## src/hw/rtl/swfs_pkg.sv

```systemverilog
// Shared types and constants of the sliding window frame sender.
package swfs_pkg;

  // Input word: one local frame, one peer frame or one timer tick.
  typedef struct packed {
    logic [1:0]  operation;
    logic [31:0] frame_id;
    logic [3:0]  length;
    logic [63:0] payload;
    logic [7:0]  peer_flags;
    logic [7:0]  peer_seq;
    logic [7:0]  peer_ack;
  } swfs_in_t;

  // Result word.
  typedef struct packed {
    logic [2:0]  kind;
    logic [31:0] out_id;
    logic [3:0]  out_length;
    logic [63:0] out_payload;
    logic [7:0]  out_flags;
    logic [7:0]  out_seq;
    logic [7:0]  out_ack;
    logic        last;
  } swfs_out_t;

  // One stored frame of the ring.
  typedef struct packed {
    logic [31:0] id;
    logic [3:0]  length;
    logic [63:0] payload;
  } swfs_entry_t;

  // Operation codes; the fourth code is ignored.
  localparam logic [1:0] OP_LOCAL   = 2'd0;
  localparam logic [1:0] OP_PEER    = 2'd1;
  localparam logic [1:0] OP_TICK    = 2'd2;
  localparam logic [1:0] OP_IGNORED = 2'd3;

  // Result kinds.
  localparam logic [2:0] KIND_NEW     = 3'd0;
  localparam logic [2:0] KIND_RESEND  = 3'd1;
  localparam logic [2:0] KIND_SEQ_ERR = 3'd2;
  localparam logic [2:0] KIND_FORWARD = 3'd3;
  localparam logic [2:0] KIND_ACK_ERR = 3'd4;
  localparam logic [2:0] KIND_DROP    = 3'd5;

  // Peer flag bits.
  localparam int FLAG_DATA_BIT = 0;
  localparam int FLAG_ACK_BIT  = 1;

  // Configuration port.
  localparam int CFG_IDX_W  = 2;
  localparam int CFG_DATA_W = 8;
  localparam logic [CFG_IDX_W-1:0] CFG_RESEND_TICKS  = 2'd0;
  localparam logic [CFG_IDX_W-1:0] CFG_MAX_IN_FLIGHT = 2'd1;
  localparam logic [7:0] RESEND_TICKS_RESET  = 8'd30;
  localparam logic [3:0] MAX_IN_FLIGHT_RESET = 4'd3;

  // Fixed frame values.
  localparam logic [31:0] ERROR_FRAME_ID = 32'hA000_0001;
  localparam logic [7:0]  PEER_FLAGS     = 8'd1;
  localparam logic [7:0]  SEQ_RESET      = 8'd1;

  // Read address selection of the ring store.
  localparam logic [1:0] RD_ACK    = 2'd0;
  localparam logic [1:0] RD_SEARCH = 2'd1;
  localparam logic [1:0] RD_SEND   = 2'd2;

  // Commands from the controller to the datapath.
  typedef struct packed {
    logic       latch_in;
    logic       queue_write;
    logic       age_timers;
    logic       search_start;
    logic       search_next;
    logic       ack_release;
    logic       emit;
    logic [2:0] emit_kind;
    logic       rx_update;
    logic       send_commit;
    logic       resend_commit;
    logic       flush;
    logic [1:0] rd_sel;
  } swfs_cmd_t;

  // Status from the datapath to the controller.
  typedef struct packed {
    logic [1:0] op;
    logic       ring_full;
    logic       ack_pending;
    logic       data_flag;
    logic       seq_match;
    logic       search_last;
    logic       rx_mismatch;
    logic       can_send;
    logic       head_expired;
    logic       can_emit;
  } swfs_status_t;

endpackage

```

## src/hw/rtl/sliding_window_frame_sender.sv

```systemverilog
// Top level of the sliding window frame sender.
// Each input word is handled one at a time and yields up to five result words.
// An input passes the event step; a peer word then runs the ack search when an
// ack is pending, comparing up to SLOTS entries in flight one by one, and the
// data step, which may forward a data frame. All but ignored words then pass
// the send, timeout and flush steps. Any step that emits waits while the
// result side stalls. The search sets the worst case, as it walks the entries
// through the single read port of the ring store, shared in turn with the send
// and resend steps. A result word waits in a pending register until its last
// flag is known; the next input enters while the final word sits in the output
// register. Registers: index 0 resend tick count, index 1 max_in_flight.
module sliding_window_frame_sender #(
  parameter int SLOTS = 8
) (
  input  logic                            clk,
  input  logic                            rst_n,
  input  logic                            in_valid,
  output logic                            in_ready,
  input  swfs_pkg::swfs_in_t              in_data,
  output logic                            out_valid,
  input  logic                            out_ready,
  output swfs_pkg::swfs_out_t             out_data,
  input  logic                            cfg_we,
  input  logic [swfs_pkg::CFG_IDX_W-1:0]  cfg_index,
  input  logic [swfs_pkg::CFG_DATA_W-1:0] cfg_wdata
);

  swfs_pkg::swfs_cmd_t    cmd;
  swfs_pkg::swfs_status_t status;

  swfs_ctrl u_ctrl (
    .clk      (clk),
    .rst_n    (rst_n),
    .in_valid (in_valid),
    .in_ready (in_ready),
    .status   (status),
    .cmd      (cmd)
  );

  swfs_dp #(.SLOTS(SLOTS)) u_dp (
    .clk       (clk),
    .rst_n     (rst_n),
    .cfg_we    (cfg_we),
    .cfg_index (cfg_index),
    .cfg_wdata (cfg_wdata),
    .in_data   (in_data),
    .cmd       (cmd),
    .status    (status),
    .out_valid (out_valid),
    .out_ready (out_ready),
    .out_data  (out_data)
  );

endmodule

```

## src/hw/rtl/swfs_dp.sv

```systemverilog
// Datapath of the frame sender: ring store, timers, counters and result registers.
module swfs_dp #(
  parameter int SLOTS = 8,
  localparam int PW = $clog2(SLOTS),
  localparam int CW = $clog2(SLOTS + 1)
) (
  input  logic                           clk,
  input  logic                           rst_n,
  input  logic                           cfg_we,
  input  logic [swfs_pkg::CFG_IDX_W-1:0] cfg_index,
  input  logic [swfs_pkg::CFG_DATA_W-1:0] cfg_wdata,
  input  swfs_pkg::swfs_in_t             in_data,
  input  swfs_pkg::swfs_cmd_t            cmd,
  output swfs_pkg::swfs_status_t         status,
  output logic                           out_valid,
  input  logic                           out_ready,
  output swfs_pkg::swfs_out_t            out_data
);

  swfs_pkg::swfs_in_t   in_r;
  logic [7:0]           resend_ticks_r;
  logic [3:0]           max_in_flight_r;
  logic [PW-1:0]        ack_ptr_r, send_ptr_r, wr_ptr_r, idx_r;
  logic [CW-1:0]        waiting_r, inflight_r;
  logic [7:0]           tx_seq_r, rx_exp_r;
  logic [7:0]           timer_r [SLOTS];
  swfs_pkg::swfs_entry_t data_mem [SLOTS];
  logic [7:0]           seq_mem [SLOTS];
  swfs_pkg::swfs_entry_t rd_entry_r;
  logic [7:0]           rd_seq_r;
  swfs_pkg::swfs_out_t  pend_r, out_r, new_res, pend_last;
  logic                 pend_v_r, out_valid_r;
  logic [PW-1:0]        rd_addr, search_addr, release_ptr;
  logic [PW:0]          search_sum, release_sum;
  logic [7:0]           ack_target;

  // Ring pointer arithmetic with one correction step.
  assign search_sum  = {1'b0, ack_ptr_r} + {1'b0, idx_r};
  assign release_sum = {1'b0, ack_ptr_r} + {1'b0, idx_r} + (PW+1)'(1);
  assign search_addr = (search_sum >= (PW+1)'(SLOTS)) ?
                       PW'(search_sum - (PW+1)'(SLOTS)) : search_sum[PW-1:0];
  assign release_ptr = (release_sum >= (PW+1)'(SLOTS)) ?
                       PW'(release_sum - (PW+1)'(SLOTS)) : release_sum[PW-1:0];

  function automatic logic [PW-1:0] ptr_inc(input logic [PW-1:0] p);
    ptr_inc = (p == PW'(SLOTS - 1)) ? '0 : p + PW'(1);
  endfunction

  assign ack_target = in_r.peer_ack - 8'd1;

  // Read address of the ring store.
  always_comb begin
    case (cmd.rd_sel)
      swfs_pkg::RD_SEARCH: rd_addr = search_addr;
      swfs_pkg::RD_SEND:   rd_addr = send_ptr_r;
      default:             rd_addr = ack_ptr_r;
    endcase
  end

  // Ring store: frame data written on queueing, sequence written on sending.
  always_ff @(posedge clk) begin
    if (cmd.queue_write) begin
      data_mem[wr_ptr_r] <= '{id: in_r.frame_id, length: in_r.length,
                              payload: in_r.payload};
    end
    if (cmd.send_commit) begin
      seq_mem[send_ptr_r] <= tx_seq_r;
    end
    rd_entry_r <= data_mem[rd_addr];
    rd_seq_r   <= seq_mem[rd_addr];
  end

  // Status to the controller.
  always_comb begin
    status.op           = in_r.operation;
    status.ring_full    = (waiting_r + inflight_r) == CW'(SLOTS);
    status.ack_pending  = in_r.peer_flags[swfs_pkg::FLAG_ACK_BIT] && (inflight_r != '0);
    status.data_flag    = in_r.peer_flags[swfs_pkg::FLAG_DATA_BIT];
    status.seq_match    = rd_seq_r == ack_target;
    status.search_last  = (CW'(idx_r) + CW'(1)) == inflight_r;
    status.rx_mismatch  = rx_exp_r != in_r.peer_seq;
    status.can_send     = (waiting_r != '0) && (8'(inflight_r) < 8'(max_in_flight_r));
    status.head_expired = (inflight_r != '0) && (timer_r[ack_ptr_r] == 8'd0);
    status.can_emit     = !pend_v_r || !out_valid_r || out_ready;
  end

  // Result word for the requested kind.
  always_comb begin
    new_res = '0;
    new_res.kind = cmd.emit_kind;
    case (cmd.emit_kind)
      swfs_pkg::KIND_NEW, swfs_pkg::KIND_RESEND: begin
        new_res.out_id      = rd_entry_r.id;
        new_res.out_length  = rd_entry_r.length;
        new_res.out_payload = rd_entry_r.payload;
        new_res.out_flags   = swfs_pkg::PEER_FLAGS;
        new_res.out_seq     = (cmd.emit_kind == swfs_pkg::KIND_NEW) ? tx_seq_r : rd_seq_r;
        new_res.out_ack     = rx_exp_r;
      end
      swfs_pkg::KIND_SEQ_ERR: begin
        new_res.out_id = swfs_pkg::ERROR_FRAME_ID;
      end
      swfs_pkg::KIND_FORWARD: begin
        new_res.out_id      = in_r.frame_id;
        new_res.out_length  = in_r.length;
        new_res.out_payload = in_r.payload;
        new_res.out_flags   = in_r.peer_flags;
        new_res.out_seq     = in_r.peer_seq;
        new_res.out_ack     = in_r.peer_ack;
      end
      swfs_pkg::KIND_ACK_ERR: begin
        new_res.out_seq = ack_target;
        new_res.out_ack = in_r.peer_ack;
      end
      swfs_pkg::KIND_DROP: begin
        new_res.out_id      = in_r.frame_id;
        new_res.out_length  = in_r.length;
        new_res.out_payload = in_r.payload;
      end
      default: begin
        new_res.kind = cmd.emit_kind;
      end
    endcase
  end

  // Input word and configuration registers.
  always_ff @(posedge clk) begin
    if (cmd.latch_in) begin
      in_r <= in_data;
    end
    if (!rst_n) begin
      resend_ticks_r  <= swfs_pkg::RESEND_TICKS_RESET;
      max_in_flight_r <= swfs_pkg::MAX_IN_FLIGHT_RESET;
    end else if (cfg_we) begin
      case (cfg_index)
        swfs_pkg::CFG_RESEND_TICKS:  resend_ticks_r  <= cfg_wdata;
        swfs_pkg::CFG_MAX_IN_FLIGHT: max_in_flight_r <= cfg_wdata[3:0];
        default: ;
      endcase
    end
  end

  // Pointers, counters and sequence numbers.
  always_ff @(posedge clk) begin
    if (!rst_n) begin
      ack_ptr_r  <= '0;
      send_ptr_r <= '0;
      wr_ptr_r   <= '0;
      idx_r      <= '0;
      waiting_r  <= '0;
      inflight_r <= '0;
      tx_seq_r   <= swfs_pkg::SEQ_RESET;
      rx_exp_r   <= swfs_pkg::SEQ_RESET;
    end else begin
      if (cmd.queue_write) begin
        wr_ptr_r  <= ptr_inc(wr_ptr_r);
        waiting_r <= waiting_r + CW'(1);
      end
      if (cmd.search_start) begin
        idx_r <= '0;
      end else if (cmd.search_next) begin
        idx_r <= idx_r + PW'(1);
      end
      if (cmd.ack_release) begin
        ack_ptr_r  <= release_ptr;
        inflight_r <= inflight_r - (CW'(idx_r) + CW'(1));
      end
      if (cmd.rx_update) begin
        rx_exp_r <= in_r.peer_seq + 8'd1;
      end
      if (cmd.send_commit) begin
        send_ptr_r <= ptr_inc(send_ptr_r);
        waiting_r  <= waiting_r - CW'(1);
        inflight_r <= inflight_r + CW'(1);
        tx_seq_r   <= tx_seq_r + 8'd1;
      end
    end
  end

  // Entry timers: aged together on a tick, reloaded on send and resend.
  always_ff @(posedge clk) begin
    if (!rst_n) begin
      for (int i = 0; i < SLOTS; i++) begin
        timer_r[i] <= 8'd0;
      end
    end else begin
      if (cmd.age_timers) begin
        for (int i = 0; i < SLOTS; i++) begin
          if (timer_r[i] != 8'd0) begin
            timer_r[i] <= timer_r[i] - 8'd1;
          end
        end
      end
      if (cmd.send_commit) begin
        timer_r[send_ptr_r] <= resend_ticks_r;
      end
      if (cmd.resend_commit) begin
        timer_r[ack_ptr_r] <= resend_ticks_r;
      end
    end
  end

  // The pending word marked as the final one of its input.
  always_comb begin
    pend_last      = pend_r;
    pend_last.last = 1'b1;
  end

  // Pending word and output register: a word is held back until it is known
  // whether it is the last one of its input.
  always_ff @(posedge clk) begin
    if (!rst_n) begin
      pend_v_r    <= 1'b0;
      out_valid_r <= 1'b0;
    end else begin
      if (cmd.emit) begin
        pend_r   <= new_res;
        pend_v_r <= 1'b1;
        if (pend_v_r) begin
          out_r       <= pend_r;
          out_valid_r <= 1'b1;
        end else if (out_valid_r && out_ready) begin
          out_valid_r <= 1'b0;
        end
      end else if (cmd.flush && pend_v_r) begin
        out_r       <= pend_last;
        out_valid_r <= 1'b1;
        pend_v_r    <= 1'b0;
      end else if (out_valid_r && out_ready) begin
        out_valid_r <= 1'b0;
      end
    end
  end

  assign out_valid = out_valid_r;
  assign out_data  = out_r;

  // Checks on ring occupancy, the ack release and the result hand-over.
  a_occupancy: assert property (@(posedge clk) disable iff (!rst_n)
    (8'(waiting_r) + 8'(inflight_r)) <= 8'(SLOTS))
    else $error("ring occupancy above its size");
  a_emit_room: assert property (@(posedge clk) disable iff (!rst_n)
    (cmd.emit || cmd.flush) |-> status.can_emit)
    else $error("word pushed while the output register is still full");
  a_flush_empties: assert property (@(posedge clk) disable iff (!rst_n)
    (cmd.flush && !cmd.emit) |=> !pend_v_r)
    else $error("pending word kept after flush");
  a_release_bound: assert property (@(posedge clk) disable iff (!rst_n)
    cmd.ack_release |-> (CW'(idx_r) < inflight_r))
    else $error("ack releases more words than are in flight");

endmodule

```

## src/hw/rtl/swfs_ctrl.sv

```systemverilog
// Controller state machine of the frame sender.
module swfs_ctrl (
  input  logic                   clk,
  input  logic                   rst_n,
  input  logic                   in_valid,
  output logic                   in_ready,
  input  swfs_pkg::swfs_status_t status,
  output swfs_pkg::swfs_cmd_t    cmd
);

  localparam logic [3:0] S_IDLE     = 4'd0;
  localparam logic [3:0] S_EVENT    = 4'd1;
  localparam logic [3:0] S_SRCH_RD  = 4'd2;
  localparam logic [3:0] S_SRCH_CMP = 4'd3;
  localparam logic [3:0] S_DATA     = 4'd4;
  localparam logic [3:0] S_FWD      = 4'd5;
  localparam logic [3:0] S_SEND     = 4'd6;
  localparam logic [3:0] S_SEND_EM  = 4'd7;
  localparam logic [3:0] S_TO       = 4'd8;
  localparam logic [3:0] S_TO_EM    = 4'd9;
  localparam logic [3:0] S_FLUSH    = 4'd10;

  logic [3:0] state_r, state_nxt;

  // Sequencing of one input: event, ack search, data, send, timeout, flush.
  always_comb begin
    cmd       = '0;
    state_nxt = state_r;
    in_ready  = (state_r == S_IDLE);
    case (state_r)
      S_IDLE: begin
        if (in_valid) begin
          cmd.latch_in = 1'b1;
          state_nxt    = S_EVENT;
        end
      end
      S_EVENT: begin
        case (status.op)
          swfs_pkg::OP_LOCAL: begin
            if (!status.ring_full) begin
              cmd.queue_write = 1'b1;
              state_nxt       = S_SEND;
            end else if (status.can_emit) begin
              cmd.emit      = 1'b1;
              cmd.emit_kind = swfs_pkg::KIND_DROP;
              state_nxt     = S_SEND;
            end
          end
          swfs_pkg::OP_PEER: begin
            if (status.ack_pending) begin
              cmd.search_start = 1'b1;
              state_nxt        = S_SRCH_RD;
            end else begin
              state_nxt = S_DATA;
            end
          end
          swfs_pkg::OP_TICK: begin
            cmd.age_timers = 1'b1;
            state_nxt      = S_SEND;
          end
          default: begin
            state_nxt = S_IDLE;
          end
        endcase
      end
      S_SRCH_RD: begin
        cmd.rd_sel = swfs_pkg::RD_SEARCH;
        state_nxt  = S_SRCH_CMP;
      end
      S_SRCH_CMP: begin
        cmd.rd_sel = swfs_pkg::RD_SEARCH;
        if (status.seq_match) begin
          cmd.ack_release = 1'b1;
          state_nxt       = S_DATA;
        end else if (status.search_last) begin
          if (status.can_emit) begin
            cmd.emit      = 1'b1;
            cmd.emit_kind = swfs_pkg::KIND_ACK_ERR;
            state_nxt     = S_DATA;
          end
        end else begin
          cmd.search_next = 1'b1;
          state_nxt       = S_SRCH_RD;
        end
      end
      S_DATA: begin
        if (!status.data_flag) begin
          state_nxt = S_SEND;
        end else if (!status.rx_mismatch) begin
          state_nxt = S_FWD;
        end else if (status.can_emit) begin
          cmd.emit      = 1'b1;
          cmd.emit_kind = swfs_pkg::KIND_SEQ_ERR;
          state_nxt     = S_FWD;
        end
      end
      S_FWD: begin
        if (status.can_emit) begin
          cmd.emit      = 1'b1;
          cmd.emit_kind = swfs_pkg::KIND_FORWARD;
          cmd.rx_update = 1'b1;
          state_nxt     = S_SEND;
        end
      end
      S_SEND: begin
        cmd.rd_sel = swfs_pkg::RD_SEND;
        state_nxt  = status.can_send ? S_SEND_EM : S_TO;
      end
      S_SEND_EM: begin
        cmd.rd_sel = swfs_pkg::RD_SEND;
        if (status.can_emit) begin
          cmd.emit        = 1'b1;
          cmd.emit_kind   = swfs_pkg::KIND_NEW;
          cmd.send_commit = 1'b1;
          state_nxt       = S_TO;
        end
      end
      S_TO: begin
        cmd.rd_sel = swfs_pkg::RD_ACK;
        state_nxt  = status.head_expired ? S_TO_EM : S_FLUSH;
      end
      S_TO_EM: begin
        cmd.rd_sel = swfs_pkg::RD_ACK;
        if (status.can_emit) begin
          cmd.emit          = 1'b1;
          cmd.emit_kind     = swfs_pkg::KIND_RESEND;
          cmd.resend_commit = 1'b1;
          state_nxt         = S_FLUSH;
        end
      end
      S_FLUSH: begin
        if (status.can_emit) begin
          cmd.flush = 1'b1;
          state_nxt = S_IDLE;
        end
      end
      default: begin
        state_nxt = S_IDLE;
      end
    endcase
  end

  always_ff @(posedge clk) begin
    if (!rst_n) begin
      state_r <= S_IDLE;
    end else begin
      state_r <= state_nxt;
    end
  end

  // Sequencing checks.
  a_one_emit: assert property (@(posedge clk) disable iff (!rst_n)
    !(cmd.emit && cmd.flush))
    else $error("emit and flush in the same cycle");
  a_accept_starts: assert property (@(posedge clk) disable iff (!rst_n)
    (in_valid && in_ready) |=> (state_r == S_EVENT))
    else $error("accepted word did not start the event step");
  a_release_leaves: assert property (@(posedge clk) disable iff (!rst_n)
    cmd.ack_release |=> (state_r == S_DATA))
    else $error("ack search did not end after a release");

endmodule

```

## config.mk

```make
export PLATFORM = sky130hd
export DESIGN_NAME = sliding_window_frame_sender
export DESIGN_NICKNAME = d
export VERILOG_FILES = /design/src/hw/rtl/swfs_pkg.sv /design/src/hw/rtl/sliding_window_frame_sender.sv /design/src/hw/rtl/swfs_dp.sv /design/src/hw/rtl/swfs_ctrl.sv
export SDC_FILE = /design/constraint.sdc
export NUM_CORES = 2
export LEC_CHECK = 0
export ABC_AREA = 1
export BUFFER_PORTS_ARGS = -buffer_cell sky130_fd_sc_hd__buf_2
export CORE_MARGIN = 8
export CORE_UTILIZATION = 45
export DETAILED_ROUTE_END_ITERATION = 12
export GPL_TIMING_DRIVEN = 0
export MAX_ROUTING_LAYER = met4
export SYNTH_ARGS = -nofsm -noshare
export SYNTH_HDL_FRONTEND = slang
export SYNTH_SLANG_ARGS = --single-unit
```

## constraint.sdc

```tcl
create_clock -name clk -period 13.55 [get_ports clk]
set_clock_uncertainty 0.1 [all_clocks]
set_input_delay 0.6775 -clock clk [delete_from_list [all_inputs] [get_ports clk]]
set_output_delay 0.6775 -clock clk [all_outputs]
set_load 0.02 [all_outputs]
```

Word-level counts from Yosys, hierarchy flattened
Memory sizes are Yosys's and may differ from the RTL's. A register that Yosys moved wholly into a read port is not among the register bits.
Cells that the tools add are included.
{"block": "totals", "ff_bits": 435, "ramBits": 928, "in_bits": 141, "out_inout_bits": 130, "n_memories": 3}
{"name": "u_dp.data_mem", "depth": 8, "word_bits": 100, "read_ports": 1, "rd_ports_with_merged_regs": 1, "write_ports": 1, "line_no": "swfs_dp.sv:27", "text": "swfs_pkg::swfs_entry_t data_mem [SLOTS];"}
{"name": "u_dp.seq_mem", "depth": 8, "word_bits": 8, "read_ports": 1, "rd_ports_with_merged_regs": 1, "write_ports": 1, "line_no": "swfs_dp.sv:28", "text": "logic [7:0] seq_mem [SLOTS];"}
{"name": "u_dp.timer_r", "depth": 8, "word_bits": 8, "read_ports": 9, "rd_ports_with_merged_regs": 1, "write_ports": 8, "line_no": "swfs_dp.sv:26", "text": "logic [7:0] timer_r [SLOTS];"}
{"block": "classes", "addsub": 24, "magnitude_cmp": 3, "n_eq_ne": 33, "n_mux": 129, "bitwise": 9, "reduce_logical": 39}
{"op": "$mux W128", "count": 3}
{"op": "$pmux W68 S2", "count": 1}
{"op": "$mux W4", "count": 28}
{"op": "$pmux W32 S3", "count": 1}
{"op": "$mux W8", "count": 11}
{"op": "$sub A8 B1 Y8 const B", "count": 9}
{"op": "$mux W1", "count": 65}
{"op": "$reduce_bool A8 Y1", "count": 8}
{"op": "$pmux W16 S3", "count": 1}
{"op": "$pmux W4 S11", "count": 1}
{"op": "$mux W3", "count": 10}
{"op": "$pmux W4 S6", "count": 1}
{"op": "$add A8 B1 Y8 const B", "count": 2}
{"op": "$eq A4 B3 Y1 const B", "count": 4}
{"op": "$eq A4 B4 Y1 const B", "count": 4}
{"op": "$pmux W8 S2", "count": 1}
{"op": "$reduce_or A8 Y1", "count": 2}
{"op": "$add A4 B1 Y4 const B", "count": 3}
{"op": "$eq A3 B3 Y1 const B", "count": 4}
{"op": "$pmux W4 S3", "count": 1}
{"op": "$reduce_or A2 Y1", "count": 5}
{"op": "$add A3 B1 Y3 const B", "count": 3}
{"op": "$eq A4 B2 Y1 const B", "count": 2}
{"op": "$eq A8 B8 Y1", "count": 1}
{"op": "36 further kinds", "count": 66}

Longest topological paths before layout
{"block": "depth", "ltp_word": 11, "mapped_depth": 15, "ltp_nobuf": 14}

Modules after synthesis
Synthesis repeated with hierarchy kept, for this count alone.
{"block": "hier_totals", "hier_cells": 4848, "area_unflattened_um2": 58772.6}
{"mod": "swfs_dp", "instances": 1, "cells_per_inst": 4709, "area_each_um2": 58103.2}
{"mod": "swfs_ctrl", "instances": 1, "cells_per_inst": 139, "area_each_um2": 669.4}

Worst setup path before layout
Ideal clock, no wire load.
{"block": "synth_path", "path_type": "register to register", "start": "register u_dp.inflight_r[1]", "end": "memory u_dp.data_mem[5][0] (netlist bit), enable pin", "setup_time_ns": 0.682, "t_arrival_ns": 8.302, "required_time_ns": 12.768, "path_slack_ns": 4.466, "stages_incl_launch_ff": 10, "n_path_buf": 0, "path_cell_list": "dfxtp_1 > inv_1 > fa_1 > nor2_1 > nor4_1 > nand2_1 > nand2_1 > nor2_1 > inv_1 > nor3_1"}
{"block": "synth_via", "elab_chain_len": 7}
{"item": "start: declaration", "line_no": "swfs_dp.sv:24", "text": "logic [CW-1:0] waiting_r, inflight_r;"}
{"item": "start signal: assignment", "line_no": "swfs_dp.sv:166", "text": "inflight_r <= inflight_r - (CW'(idx_r) + CW'(1));"}
{"item": "start signal: assignment", "line_no": "swfs_dp.sv:174", "text": "inflight_r <= inflight_r + CW'(1);"}
{"item": "$add A4 B4 Y4", "line_no": "swfs_dp.sv:76", "text": "status.ring_full = (waiting_r + inflight_r) == CW'(SLOTS);"}
{"item": "$eq A4 B4 Y1", "line_no": "swfs_dp.sv:76"}
{"item": "$mux W1", "line_no": "swfs_ctrl.sv:40", "text": "if (!status.ring_full) begin"}
{"item": "$mux W1", "line_no": "swfs_ctrl.sv:38", "text": "case (status.op)"}
{"item": "$mux W3", "line_no": "swfs_ctrl.sv:30", "text": "case (state_r)"}
{"item": "$mux W1", "line_no": "swfs_dp.sv:62", "text": "if (cmd.queue_write) begin"}
{"item": "$mux W1 (not written as such)", "line_no": "swfs_dp.sv:63", "text": "data_mem[wr_ptr_r] <= '{id: in_r.frame_id, length: in_r.length,"}
{"item": "end: declaration", "line_no": "swfs_dp.sv:27"}
Every way passes these cells.

==> qor.txt <==
Outcome: finished, violations left
Failing checks: max-capacitance violations, max-slew violations
Synth cell types: 51
H-tree Lvls: 4
Placed insts: 6,258
Area grow syn2layout: 19.0%
TritonCTS clock tree: built
Tmin final: 4.83 ns
Largest net degree at the start of global routing: 86
Tot Pwr: 12,700 µW
Relative slew slack: -0.874%
Number of port buffers: 270
Clock latency on the worst-skew pair: 0.78 ns
Top post-synthesis cells by area: edfxtp_1 (69%), dfxtp_1 (5.8%), o21ai_0 (4.8%)
Arr. time, crit path: 5.11 ns
Initial drt markers: 4,505
Mapped Nets: 4,435
Crit path required time: 13.83 ns
Initial DRT Pass Iterations: 8
Die Area: 138,000 µm²
Tcrit/Tclk final: 35.6%
HPWL after DPL: 112,000 µm
Main synth FF type: edfxtp_1
Synth warnings: 0
Pins Over Slew Limit: 11
Core area: 126,000 µm²
Final setup fails: 0
Routability cong.: 0.919
Post-synth top cells: edfxtp_1 (1,309), o21ai_0 (549), nor2_1 (467)
Synth top area share: 68.9%
Most numerous cell in the Yosys netlist: edfxtp_1
Hold buffers post-CTS: 123
Share of post-route cells with drive strength above 1: 13.6%
Non-Filler Instances: 6,667
RR Startpoint: u_dp.inflight_r[1]
WL final: 169,000 µm
Final net count: 5,074
Yosys top cell by area: edfxtp_1
Routed vias/inst: 5.67
Worst slew pin tran: 1.51 ns
Min-Delay Endpoint: u_dp.resend_ticks_r[4]
Reg2reg end: u_dp.pend_last[64]
Final hold viol count: 0
Simple-Gate Fraction of Synth Area: 6.37%
Hold path depth: 3
Crit path max fanout: 11
First-pass GRT wire length: 242,000 µm
GRT Overall Usage: 24.5%
Leak pwr: 0.0240 µW
Mean routed wirelength per cell: 25.4 µm
Hold WC Path Type: in -> reg
Power Dens Cells: 187 nW/µm²
Syn Area/Cell: 13.4 µm²
Die W: 372 µm
MaxCap Viol Count: 1
Filler cells: 10,400
Post CTS Setup Buffer Count: 0
Number of antenna-violating nets in the routed design: 0
Startpoint types: flop
Largest family of logic cells by synthesized area: compound AO/OA/AOI/OAI gates
Compound-Gate Fraction of Synth Area: 13.4%
#FFs+latches synth: 1,474
Antenna violations before repair: 7
Inserted Clock Buffers: 155
Post-CTS Resized: 0
Hold path start: cfg_wdata[4]
# DRC: 0
Root Buffer: clkbuf_16
Post-synthesis xor/xnor area fraction: 0.814%
Starting density of the core: 45.4%
Post-synthesis sequential area ratio: 74.7%
Max Fclk: 207 MHz
Worst setup EP type: flop
RSZ-0062 raised after global routing: false
Max IR drop VDD: 138 µV
Clock sinks: 1,474
Crit path kind: reg -> reg
Clock-pin slew on the worst setup and hold paths: 0.07 ns
CTS Buffer Depth: 3
Mux cell area share after synthesis: 0%
I/O pin count: 271
Chip height: 372 µm
Area share of fa/ha/maj cells after synthesis: 1.04%
Post-synth EDFFs: 1,309
Via count: 37,800
Total congestion overflow: 0
Register-to-register setup slack: 8.72 ns
Vias in the first global route: 36,100
Reg2Reg Depth: 10
Synth Cell Area: 57,000 µm²
Synthesized instance count: 4,249
Row count: 130
Ys async rst share: 0%
[critical path, stage by stage (launching register included)]
cell and delay [ns]:
dfxtp_1 0.55, inv_1 0.17, fa_1 0.56, inv_1 0.04, nor4_1 0.61, nand2_1 0.21
inv_1 0.14, nand4_2 0.29, nand3_4 0.22, clkbuf_1 0.99, o21ai_0 0.55
[placed cells by master, fill, tap and decap left out, types with 111 or more instances in the layout]
| cell type | instances |
|---|---|
| edfxtp_1 | 1309 |
| clkbuf_16 | 159 |
| clkbuf_1 | 208 |
| inv_1 | 282 |
| buf_2 | 294 |
| nor2_1 | 464 |
| nand2_1 | 217 |
| dfxtp_1 | 165 |
| dlygate4sd3_1 | 123 |
| o21bai_1 | 216 |
| a31oi_1 | 111 |
| o22ai_1 | 162 |
| o21ai_0 | 549 |
[cells by family after synthesis]
group,after synthesis
AO/OA/AOI/OAI,1287
XOR/XNOR,53
adder cells (fa/ha/maj),45
buffers and inverters,527
flip-flops,1474
AND/OR/NAND/NOR,863
[registers in the layout, indices dropped and copies added (netlist names), 4 cells and up, named ones only]
signal                cells
u_ctrl.state_r            4
u_dp.data_mem           800
u_dp.in_r               123
u_dp.inflight_r           4
u_dp.max_in_flight_r      4
u_dp.out_data           128
u_dp.pend_last          127
u_dp.rd_entry_r         100
u_dp.rd_seq_r             8
u_dp.resend_ticks_r       8
u_dp.rx_exp_r             8
u_dp.seq_mem             64
u_dp.timer_r             64
u_dp.tx_seq_r             8
u_dp.waiting_r            4
[how the worst max path moves through the flow]
| stage | from | endpoint |
|---|---|---|
| after floorplan | u_dp.inflight_r[1] | u_dp.data_mem[5][0] |
| after global placement | u_dp.inflight_r[1] | u_dp.data_mem[2][51] |
| after detailed placement | u_dp.inflight_r[1] | u_dp.pend_last[64] |
| after CTS | u_dp.inflight_r[1] | u_dp.pend_last[64] |
| after global routing | u_dp.inflight_r[1] | u_dp.pend_last[31] |
| final | u_dp.inflight_r[1] | u_dp.pend_last[64] |
[layout make-up]
class / count / area, µm² / share of cell area, %
flip-flops and latches: 1474 / 42600 / 62.8
multi-input cells: 2248 / 12400 / 18.2
clock buffers: 217 / 4370 / 6.43
repair buffers: 482 / 3730 / 5.49
well taps: 1650 / 2060 / 3.04
inverters: 302 / 1140 / 1.69
plain buffers: 225 / 951 / 1.40
clock inverters: 67 / 611 / 0.900
diodes: 2 / 5.00 / 0.00738
[through the flow]
stage / TNS [ns] / worst slack [ns] / hold WS (ns) / area (µm²) / util (%)
after global routing: 0 / 8.64 / 0.0384 / 67900 / 54.0
after global placement: -1734.01 / -3.35 / 0.302 / 60400 / 48.1
final: 0 / 8.72 / 0.0568 / 67900 / 54.0
after floorplan: 0 / 4.47 / 0.300 / 57000 / -
after detailed placement: 0 / 8.79 / 0.305 / 61600 / 49.0
after CTS: 0 / 8.79 / 0.00193 / 67900 / 54.0
[report_power, final]
group / switching (µW) / internal [µW]
sequential: 409 / 5730
combinational: 1690 / 698
clock: 1780 / 2380
[routing by layer]
| metal | track usage (%) | part of all wire [%] | up-vias | routed length (µm) |
|---|---|---|---|---|
| met3 | 4.89 | 9.1 | 348 | 15300 |
| met2 | 36.9 | 45 | 1933 | 76300 |
| met1 | 33.4 | 42 | 18600 | 71400 |
| met4 | 8.52 | 3.5 | 0 | 5990 |
| met5 | - | 0 | - | 0 |
| li1 | - | - | 17000 | - |
(Power assumes the default switching activity.)
